--- src/design/mck_pkg.sv ---
// ---------------------------------------------------------------------------
// mck_pkg
// shared types, constants and the character code rom of the morse keyer
// ---------------------------------------------------------------------------
package mck_pkg;

    localparam int CHAR_W = 8;
    localparam int DUR_W  = 16;
    localparam int SYM_W  = 16;
    localparam int ADDR_W = 3;

    // register indexes on the configuration port
    localparam logic [ADDR_W-1:0] REG_DIT        = 3'd0;
    localparam logic [ADDR_W-1:0] REG_DAH        = 3'd1;
    localparam logic [ADDR_W-1:0] REG_ELEM_GAP   = 3'd2;
    localparam logic [ADDR_W-1:0] REG_LETTER_GAP = 3'd3;
    localparam logic [ADDR_W-1:0] REG_WORD_GAP   = 3'd4;

    localparam logic [DUR_W-1:0] RST_DIT        = 16'd60;
    localparam logic [DUR_W-1:0] RST_DAH        = 16'd180;
    localparam logic [DUR_W-1:0] RST_ELEM_GAP   = 16'd60;
    localparam logic [DUR_W-1:0] RST_LETTER_GAP = 16'd180;
    localparam logic [DUR_W-1:0] RST_WORD_GAP   = 16'd420;

    localparam logic [CHAR_W-1:0] CH_TAB   = 8'd9;
    localparam logic [CHAR_W-1:0] CH_CR    = 8'd13;
    localparam logic [CHAR_W-1:0] CH_SPACE = 8'd32;
    localparam logic [CHAR_W-1:0] CH_FIRST = 8'd33;
    localparam logic [CHAR_W-1:0] CH_LAST  = 8'd126;

    // mask of the low bit of every element pair: set for dit and dah
    localparam logic [SYM_W-1:0] ELEM_MASK = 16'h5555;

    // duration source selects
    localparam logic [1:0] DUR_KEY  = 2'd0;
    localparam logic [1:0] DUR_EGAP = 2'd1;
    localparam logic [1:0] DUR_GAP  = 2'd2;
    localparam logic [1:0] DUR_ZERO = 2'd3;

    localparam int ROM_DEPTH = 94;

    localparam logic [SYM_W-1:0] CODE_ROM [0:ROM_DEPTH-1] = '{
        16'hDDF0, 16'h75D0, 16'h0000, 16'h575C, 16'h0000, 16'h7540, 16'h7FD0,
        16'hDF40, 16'hDF70, 16'h0000, 16'h7740, 16'hF5F0, 16'hD570, 16'h7770,
        16'hD740,
        16'hFFC0, 16'h7FC0, 16'h5FC0, 16'h57C0, 16'h55C0, 16'h5540, 16'hD540,
        16'hF540, 16'hFD40, 16'hFF40,
        16'hFD50, 16'hDDD0, 16'h0000, 16'hD5C0, 16'h0000, 16'h5F50, 16'h7DD0,
        16'h7000, 16'hD500, 16'hDD00, 16'hD400, 16'h4000, 16'h5D00, 16'hF400,
        16'h5500, 16'h5000, 16'h7F00, 16'hDC00, 16'h7500, 16'hF000, 16'hD000,
        16'hFC00, 16'h7D00, 16'hF700, 16'h7400, 16'h5400, 16'hC000, 16'h5C00,
        16'h5700, 16'h7C00, 16'hD700, 16'hDF00, 16'hF500,
        16'h0000, 16'h0000, 16'h0000, 16'h0000, 16'h5F70, 16'h0000,
        16'h7000, 16'hD500, 16'hDD00, 16'hD400, 16'h4000, 16'h5D00, 16'hF400,
        16'h5500, 16'h5000, 16'h7F00, 16'hDC00, 16'h7500, 16'hF000, 16'hD000,
        16'hFC00, 16'h7D00, 16'hF700, 16'h7400, 16'h5400, 16'hC000, 16'h5C00,
        16'h5700, 16'h7C00, 16'hD700, 16'hDF00, 16'hF500,
        16'h0000, 16'h0000, 16'h0000, 16'h0000
    };

    // element pattern of a character, zero for word spaces and unknown codes
    function automatic logic [SYM_W-1:0] code_lookup(input logic [CHAR_W-1:0] ch);
        logic [CHAR_W-1:0] idx;
        logic [SYM_W-1:0]  sym;
        idx = ch - CH_FIRST;
        sym = '0;
        if (ch >= CH_FIRST && ch <= CH_LAST) begin
            sym = CODE_ROM[idx[6:0]];
        end
        return sym;
    endfunction

    typedef struct packed {
        logic       load;
        logic       shift;
        logic       emit;
        logic       key_on;
        logic [1:0] dur_sel;
        logic       last;
        logic       done;
    } t_cmd;

    typedef struct packed {
        logic out_free;
        logic has_elem;
        logic top_elem;
        logic final_char;
    } t_sts;

endpackage

--- src/design/morse_character_keyer_unit.sv ---
// ---------------------------------------------------------------------------
// morse_character_keyer_unit
// turns text characters into timed morse key segments
// ---------------------------------------------------------------------------
//  port group   dir  payload
//  i_s_*        in   tdata[7:0] character, tlast final_char
//  o_m_*        out  tdata[0] key_on, tdata[16:1] duration_ms, tlast last_of_char,
//                    tuser text_done
//  i_cfg_*      in   register index and 16-bit value, taken on i_cfg_we
//
//  one character at a time: the accept, then for each element a scan step and
//  two segment steps (key on, then element gap), then the trailing gap; a final
//  character with elements ends on its last element gap, one without sends a
//  single zero-length segment. synchronous active-low reset restores the default
//  timings and empties the output register. a stalled output holds the sequencer
//  in place.
// ---------------------------------------------------------------------------
module morse_character_keyer_unit (
    input  logic        i_clk,
    input  logic        i_rst_n,
    input  logic        i_s_tvalid,
    output logic        o_s_tready,
    input  logic [7:0]  i_s_tdata,   // [7:0] character
    input  logic        i_s_tlast,
    output logic        o_m_tvalid,
    input  logic        i_m_tready,
    output logic [23:0] o_m_tdata,   // [0] key_on, [16:1] duration_ms, [23:17] zero
    output logic        o_m_tlast,
    output logic        o_m_tuser,   // [0] text_done
    input  logic        i_cfg_we,
    input  logic [2:0]  i_cfg_addr,
    input  logic [15:0] i_cfg_wdata
);

    mck_pkg::t_cmd cmd;
    mck_pkg::t_sts sts;

    logic                      key_on;
    logic [mck_pkg::DUR_W-1:0] duration;

    mck_ctrl u_ctrl (
        .i_clk      (i_clk),
        .i_rst_n    (i_rst_n),
        .i_s_tvalid (i_s_tvalid),
        .o_s_tready (o_s_tready),
        .i_sts      (sts),
        .o_cmd      (cmd)
    );

    mck_dp u_dp (
        .i_clk       (i_clk),
        .i_rst_n     (i_rst_n),
        .i_cfg_we    (i_cfg_we),
        .i_cfg_addr  (i_cfg_addr),
        .i_cfg_wdata (i_cfg_wdata),
        .i_char      (i_s_tdata),
        .i_final     (i_s_tlast),
        .i_cmd       (cmd),
        .o_sts       (sts),
        .o_m_tvalid  (o_m_tvalid),
        .i_m_tready  (i_m_tready),
        .o_key_on    (key_on),
        .o_duration  (duration),
        .o_last      (o_m_tlast),
        .o_done      (o_m_tuser)
    );

    assign o_m_tdata = {7'd0, duration, key_on};

endmodule

--- src/design/mck_ctrl.sv ---
// ---------------------------------------------------------------------------
// mck_ctrl
// sequencer: walks the element pairs of one character and orders segments
// ---------------------------------------------------------------------------
module mck_ctrl (
    input  logic          i_clk,
    input  logic          i_rst_n,
    input  logic          i_s_tvalid,
    output logic          o_s_tready,
    input  mck_pkg::t_sts i_sts,
    output mck_pkg::t_cmd o_cmd
);

    localparam logic [2:0] ST_IDLE = 3'd0;
    localparam logic [2:0] ST_SCAN = 3'd1;
    localparam logic [2:0] ST_ON   = 3'd2;
    localparam logic [2:0] ST_OFF  = 3'd3;
    localparam logic [2:0] ST_GAP  = 3'd4;
    localparam logic [2:0] ST_ZERO = 3'd5;

    logic [2:0] r_state;
    logic [2:0] n_state;

    always_ff @(posedge i_clk) begin
        if (!i_rst_n) begin
            r_state <= ST_IDLE;
        end else begin
            r_state <= n_state;
        end
    end

    assign o_s_tready = (r_state == ST_IDLE);

    always_comb begin
        n_state       = r_state;
        o_cmd         = '0;
        o_cmd.dur_sel = mck_pkg::DUR_KEY;
        case (r_state)
            ST_IDLE: begin
                if (i_s_tvalid) begin
                    o_cmd.load = 1'b1;
                    n_state    = ST_SCAN;
                end
            end
            ST_SCAN: begin
                // reached after the accept and after each element with more to follow; skips empty pairs
                if (i_sts.has_elem) begin
                    if (i_sts.top_elem) begin
                        n_state = ST_ON;
                    end else begin
                        o_cmd.shift = 1'b1;
                    end
                end else begin
                    n_state = i_sts.final_char ? ST_ZERO : ST_GAP;
                end
            end
            ST_ON: begin
                if (i_sts.out_free) begin
                    o_cmd.emit    = 1'b1;
                    o_cmd.key_on  = 1'b1;
                    o_cmd.dur_sel = mck_pkg::DUR_KEY;
                    o_cmd.shift   = 1'b1;
                    n_state       = ST_OFF;
                end
            end
            ST_OFF: begin
                if (i_sts.out_free) begin
                    o_cmd.emit    = 1'b1;
                    o_cmd.dur_sel = mck_pkg::DUR_EGAP;
                    // pattern already shifted: has_elem says more elements follow
                    if (i_sts.has_elem) begin
                        n_state = ST_SCAN;
                    end else if (i_sts.final_char) begin
                        o_cmd.last = 1'b1;
                        o_cmd.done = 1'b1;
                        n_state    = ST_IDLE;
                    end else begin
                        n_state = ST_GAP;
                    end
                end
            end
            ST_GAP: begin
                if (i_sts.out_free) begin
                    o_cmd.emit    = 1'b1;
                    o_cmd.dur_sel = mck_pkg::DUR_GAP;
                    o_cmd.last    = 1'b1;
                    n_state       = ST_IDLE;
                end
            end
            ST_ZERO: begin
                if (i_sts.out_free) begin
                    o_cmd.emit    = 1'b1;
                    o_cmd.dur_sel = mck_pkg::DUR_ZERO;
                    o_cmd.last    = 1'b1;
                    o_cmd.done    = 1'b1;
                    n_state       = ST_IDLE;
                end
            end
            default: begin
                n_state = ST_IDLE;
            end
        endcase
    end

endmodule

--- src/design/mck_dp.sv ---
// ---------------------------------------------------------------------------
// mck_dp
// datapath: timing registers, element pattern shifter and output register
// ---------------------------------------------------------------------------
module mck_dp (
    input  logic                          i_clk,
    input  logic                          i_rst_n,
    input  logic                          i_cfg_we,
    input  logic [mck_pkg::ADDR_W-1:0]    i_cfg_addr,
    input  logic [mck_pkg::DUR_W-1:0]     i_cfg_wdata,
    input  logic [mck_pkg::CHAR_W-1:0]    i_char,
    input  logic                          i_final,
    input  mck_pkg::t_cmd                 i_cmd,
    output mck_pkg::t_sts                 o_sts,
    output logic                          o_m_tvalid,
    input  logic                          i_m_tready,
    output logic                          o_key_on,
    output logic [mck_pkg::DUR_W-1:0]     o_duration,
    output logic                          o_last,
    output logic                          o_done
);

    logic [mck_pkg::DUR_W-1:0] r_dit;
    logic [mck_pkg::DUR_W-1:0] r_dah;
    logic [mck_pkg::DUR_W-1:0] r_egap;
    logic [mck_pkg::DUR_W-1:0] r_lgap;
    logic [mck_pkg::DUR_W-1:0] r_wgap;

    logic [mck_pkg::SYM_W-1:0] r_sym;
    logic                      r_final;
    logic                      r_word;
    logic                      r_valid;
    logic                      r_key_on;
    logic [mck_pkg::DUR_W-1:0] r_duration;
    logic                      r_last;
    logic                      r_done;

    logic [mck_pkg::DUR_W-1:0] total_gap;
    logic [mck_pkg::DUR_W-1:0] n_duration;
    logic                      char_word;

    always_ff @(posedge i_clk) begin
        if (!i_rst_n) begin
            r_dit  <= mck_pkg::RST_DIT;
            r_dah  <= mck_pkg::RST_DAH;
            r_egap <= mck_pkg::RST_ELEM_GAP;
            r_lgap <= mck_pkg::RST_LETTER_GAP;
            r_wgap <= mck_pkg::RST_WORD_GAP;
        end else if (i_cfg_we) begin
            case (i_cfg_addr)
                mck_pkg::REG_DIT:        r_dit  <= i_cfg_wdata;
                mck_pkg::REG_DAH:        r_dah  <= i_cfg_wdata;
                mck_pkg::REG_ELEM_GAP:   r_egap <= i_cfg_wdata;
                mck_pkg::REG_LETTER_GAP: r_lgap <= i_cfg_wdata;
                mck_pkg::REG_WORD_GAP:   r_wgap <= i_cfg_wdata;
                default: ;
            endcase
        end
    end

    assign char_word = (i_char == mck_pkg::CH_TAB) || (i_char == mck_pkg::CH_CR) ||
                       (i_char == mck_pkg::CH_SPACE);

    always_ff @(posedge i_clk) begin
        if (i_cmd.load) begin
            r_sym   <= char_word ? '0 : mck_pkg::code_lookup(i_char);
            r_final <= i_final;
            r_word  <= char_word;
        end else if (i_cmd.shift) begin
            r_sym <= {r_sym[mck_pkg::SYM_W-3:0], 2'b00};
        end
    end

    // trailing gap is the word or letter gap less the element gap, floored at zero
    assign total_gap = r_word ? r_wgap : r_lgap;

    always_comb begin
        case (i_cmd.dur_sel)
            mck_pkg::DUR_KEY:  n_duration = r_sym[mck_pkg::SYM_W-1] ? r_dah : r_dit;
            mck_pkg::DUR_EGAP: n_duration = r_egap;
            mck_pkg::DUR_GAP:  n_duration = (total_gap > r_egap) ? total_gap - r_egap : '0;
            mck_pkg::DUR_ZERO: n_duration = '0;
            default:           n_duration = '0;
        endcase
    end

    always_ff @(posedge i_clk) begin
        if (!i_rst_n) begin
            r_valid <= 1'b0;
        end else if (i_cmd.emit) begin
            r_valid <= 1'b1;
        end else if (i_m_tready) begin
            r_valid <= 1'b0;
        end
    end

    always_ff @(posedge i_clk) begin
        if (i_cmd.emit) begin
            r_key_on   <= i_cmd.key_on;
            r_duration <= n_duration;
            r_last     <= i_cmd.last;
            r_done     <= i_cmd.done;
        end
    end

    assign o_sts.out_free   = !r_valid || i_m_tready;
    assign o_sts.has_elem   = |(r_sym & mck_pkg::ELEM_MASK);
    assign o_sts.top_elem   = r_sym[mck_pkg::SYM_W-2];
    assign o_sts.final_char = r_final;

    assign o_m_tvalid = r_valid;
    assign o_key_on   = r_key_on;
    assign o_duration = r_duration;
    assign o_last     = r_last;
    assign o_done     = r_done;

endmodule
--- config.mk ---
export PLATFORM = sky130hd
export DESIGN_NAME = morse_character_keyer_unit
export DESIGN_NICKNAME = d
export VERILOG_FILES = /design/src/design/mck_pkg.sv /design/src/design/morse_character_keyer_unit.sv /design/src/design/mck_ctrl.sv /design/src/design/mck_dp.sv
export SDC_FILE = /design/constraint.sdc
export NUM_CORES = 1
export LEC_CHECK = 0
export BUFFER_PORTS_ARGS = -buffer_cell sky130_fd_sc_hd__buf_2
export CORE_MARGIN = 4
export CORE_UTILIZATION = 50
export CTS_BUF_LIST = sky130_fd_sc_hd__clkbuf_4
export DETAILED_ROUTE_END_ITERATION = 7
export GPL_ROUTABILITY_DRIVEN = 0
export GPL_TIMING_DRIVEN = 0
export HOLD_SLACK_MARGIN = 0.12
export PLACE_DENSITY = 0.69
export REMOVE_ABC_BUFFERS = 1
export SYNTH_ARGS = -nofsm -noshare
export SYNTH_HDL_FRONTEND = slang
export SYNTH_SLANG_ARGS = --single-unit
--- constraint.sdc ---
create_clock -name i_clk -period 3.91 [get_ports i_clk]
set_clock_uncertainty 0.1 [all_clocks]
set_input_delay 0.5865 -clock i_clk [delete_from_list [all_inputs] [get_ports i_clk]]
set_output_delay 0.5865 -clock i_clk [all_outputs]
set_load 0.02 [all_outputs]
==> summary.txt <==
Die
  – Core area: 0.0140 mm^2
  – Die height: 128 um
  – Ports: 61
  – Rows: 43
  – Die area: 0.0165 mm^2
  – Width of the die: 128 um
  – Initial Utilization: 51.5%

Cells and area
  – Most frequent cells in the layout: 198 x nand2_1, 84 x dfxtp_1, 63 x a21boi_0, 53 x buf_2, 48 x a21oi_1
  – Ant. Diodes: 0
  – Final net count: 963
  – Post-layout util: 56.2%
  – Layout cell share with drive strength beyond 1: 14.6%
  – Number of fill cells: 1324
  – Layout overhead on the synthesized area: 8.99%
  – Most common cell after layout, fill and taps aside: nand2_1

Clock tree
  – CTS root buffer: clkbuf_4
  – Clk sinks: 118
  – Clk buf depth: 2
  – Reg clk slew, reported paths: 110 ps
  – H-tree level count: 4
  – CTS tree: yes
  – CTS Buf Count: 17
  – Clk Latency, worst-skew pair: 540 ps

Critical path
  – Critical path required time: 4100 ps
  – Buf/Inv on CP: 1
  – Highest cell delay on the worst timing path: 980 ps
  – WP data arrival: 3920 ps
  – Largest delay share family, worst path: flip-flops
  – CP Max Fanout: 16
  – Critical-path cell list: mux2i_1, ha_1, fa_1, nand3b_1, a21bo_2, and3_1, o21ai_1, o211ai_1, buf_4, o21ai_0
  – Crit. End Element: register
  – CP startpoint kind: register
  – Crit path max-delay cell type: edfxtp_1
  – WS Path Type: register to register

Logic synthesis
  – Cell variety after synth: 75
  – Commonest register cell after synthesis: dfxtp_1
  – Sequential area share after synthesis: 37.3%
  – Top cell type's share of synthesized area: 23.2%
  – Fraction of registers with async set/reset: 0%
  – Synth Warn #: 0
  – Synth area leaders: dfxtp_1 23%, edfxtp_1 14%, nand2_1 10%
  – Syn Area/Cell: 8.22 um^2
  – Post-synth EDFFs: 34
  – Synth area leader: dfxtp_1
  – Post-Syn Area: 0.00724 mm^2
  – Yosys reg bits: 118
  – Mapped Cells: 880

Route
  – DRT Pass-1 Iters: 5
  – Vias/cell: 5.81
  – Drt drc: 0
  – Routed wire length: 18.5 mm
  – Post-detailed-route count of antenna-violating nets: 0
  – DR iter-0 viols: 710
  – Average wire per standard cell: 16.9 um
  – Via count: 6361

Job
  – Max-cap violations: 0

STA
  – Final WS setup: 180 ps
  – Hold Fails Final Rpt: 0
  – Crit path time final: 3730 ps
  – Setup violations, final: 0
  – Max-slew violation count: 0
  – Crit share post-route: 95.4%
  – Max Clock Freq: 268 MHz
  – Slew @ Worst Pin: 1340 ps
  – Slew HR: 10.4%
  – RSZ-0062 raised after global routing: no
  – Fin Hold WS: 226 ps

Pwr
  – Power Total: 3570 uW
  – Internal Power: 2360 uW
  – P_sw: 1210 uW
  – Comb power frac: 27.9%
  – Switching Share: 33.9%
  – Maximum vdd drop: 378 uV
  – Sequential Power Share: 45.7%
  – Total leakage power: 0.00309 uW
  – Pwr Density: 453 mW/mm^2
  – Clock network power share: 26.4%

GRT
  – Largest net degree at the start of global routing: 85
  – Total grt overflow: 0
  – Number of global-route vias before repair: 5738
  – Initial antenna violation count: 0
  – First-pass GRT wire length: 29.8 mm
  – Gr usage total: 22.7%

Hold path
  – HP Class: input pin to register

Place
  – I/O Buffers: 53
  – DP HPWL: 12.1 mm
  – DP Worst Slack: -630 ps

Outcome
  – Status: completed
[sequential cells by signal, indices dropped and copies added (netlist names)]
register         count
u_dp.o_duration     16
u_dp.r_dit          16
u_dp.r_dah          16
u_dp.r_sym          13
u_dp.r_egap         16
u_ctrl.r_state       3
u_dp.o_key_on        1
u_dp.r_lgap         16
u_dp.o_done          1
u_dp.o_m_tvalid      1
u_dp.r_word          1
u_dp.r_wgap         16
u_dp.o_last          1
u_dp.r_final         1
[area by class of cell]
type,count,area [um^2],share of cell area [%]
timing repair buffer,61,359,4.55
sequential,118,2700,34.3
tap,180,225,2.86
multi-input combinational,675,4200,53.2
clock inverter,10,133,1.68
inverter,28,105,1.33
clock buffer,22,165,2.09
[power groups by stage]
stage	sequential (uW)	combinational [uW]	clock, uW
after CTS	1630	992	958
after floorplan	1690	603	0
final	1630	995	943
after detailed placement	1660	989	0
after global placement	1660	944	0
after global routing	1650	1100	1020
[logic make-up after synthesis]
group	count (synthesis)	share of synthesized area [%]
AND/OR/NAND/NOR	350	22.2
AO/OA/AOI/OAI	231	21.5
adder cells (fa/ha/maj)	29	5.12
other	1	0.0518
flip-flops	118	37.3
XOR/XNOR	21	3.01
multiplexers	37	5.38
buffers and inverters	93	5.45
[through the flow]
step                cell area, um^2  std cells  TNS, ps
floorplan                      6970        821        0
global placement               7460       1054   -12590
detailed placement             7540       1057   -11420
CTS                            7880       1094        0
global route                   7890       1094        0
finish                         7890       1094        0
[worst paths after layout]
kind                    from                  to  slack [ps]  cells after the start
min           i_cfg_wdata[8]      u_dp.r_wgap[8]         230                      3
max              u_dp.r_word  u_dp.o_duration[7]         180                     10
min reg2reg  u_dp.r_wgap[11]     u_dp.r_wgap[11]         370                      2
max reg2reg      u_dp.r_word  u_dp.o_duration[7]         180                     10
[synth_stat cells, types with 5 or more instances]
cell type	instances
nand2_1	198
dfxtp_1	84
nor2b_1	10
a21boi_0	63
o211ai_1	11
a21oi_1	48
nor3_1	30
xor2_1	8
buf_2	6
or2_2	5
buf_4	8
mux2i_1	22
nor2_1	37
o31ai_1	6
inv_1	28
mux2_2	15
a31oi_1	6
buf_1	5
a211oi_1	6
xnor2_1	10
clkbuf_1	45
edfxtp_1	34
o21ai_0	37
ha_1	28
a21o_1	7
o221ai_1	5
nand2b_1	9
nand3b_1	5
nand3_1	25
[routing by layer]
layer  vias to the layer above  wire length (um)  global-route usage, %
met5                         -                 0                      0
met4                         0               289                   6.74
met3                        22              1140                   4.21
met2                       193              8040                   33.7
met1                      2991              9010                   33.7
li1                       3155                 -                      -
[what timing repair did]
| item | in CTS | in global routing |
|---|---|---|
| gates resized for setup | 0 | 2 |
| hold endpoints to repair | 1 | 0 |
| pin swaps | 1 | 0 |
| setup buffers | 4 | 0 |
| setup endpoints to repair | 16 | 7 |
| hold buffers | 1 | 0 |
[worst min-delay path, stage by stage]
cell,delay (ps)
buf_2,120
nand2_1,50
nand3_1,70
(Power assumes the default switching activity.)
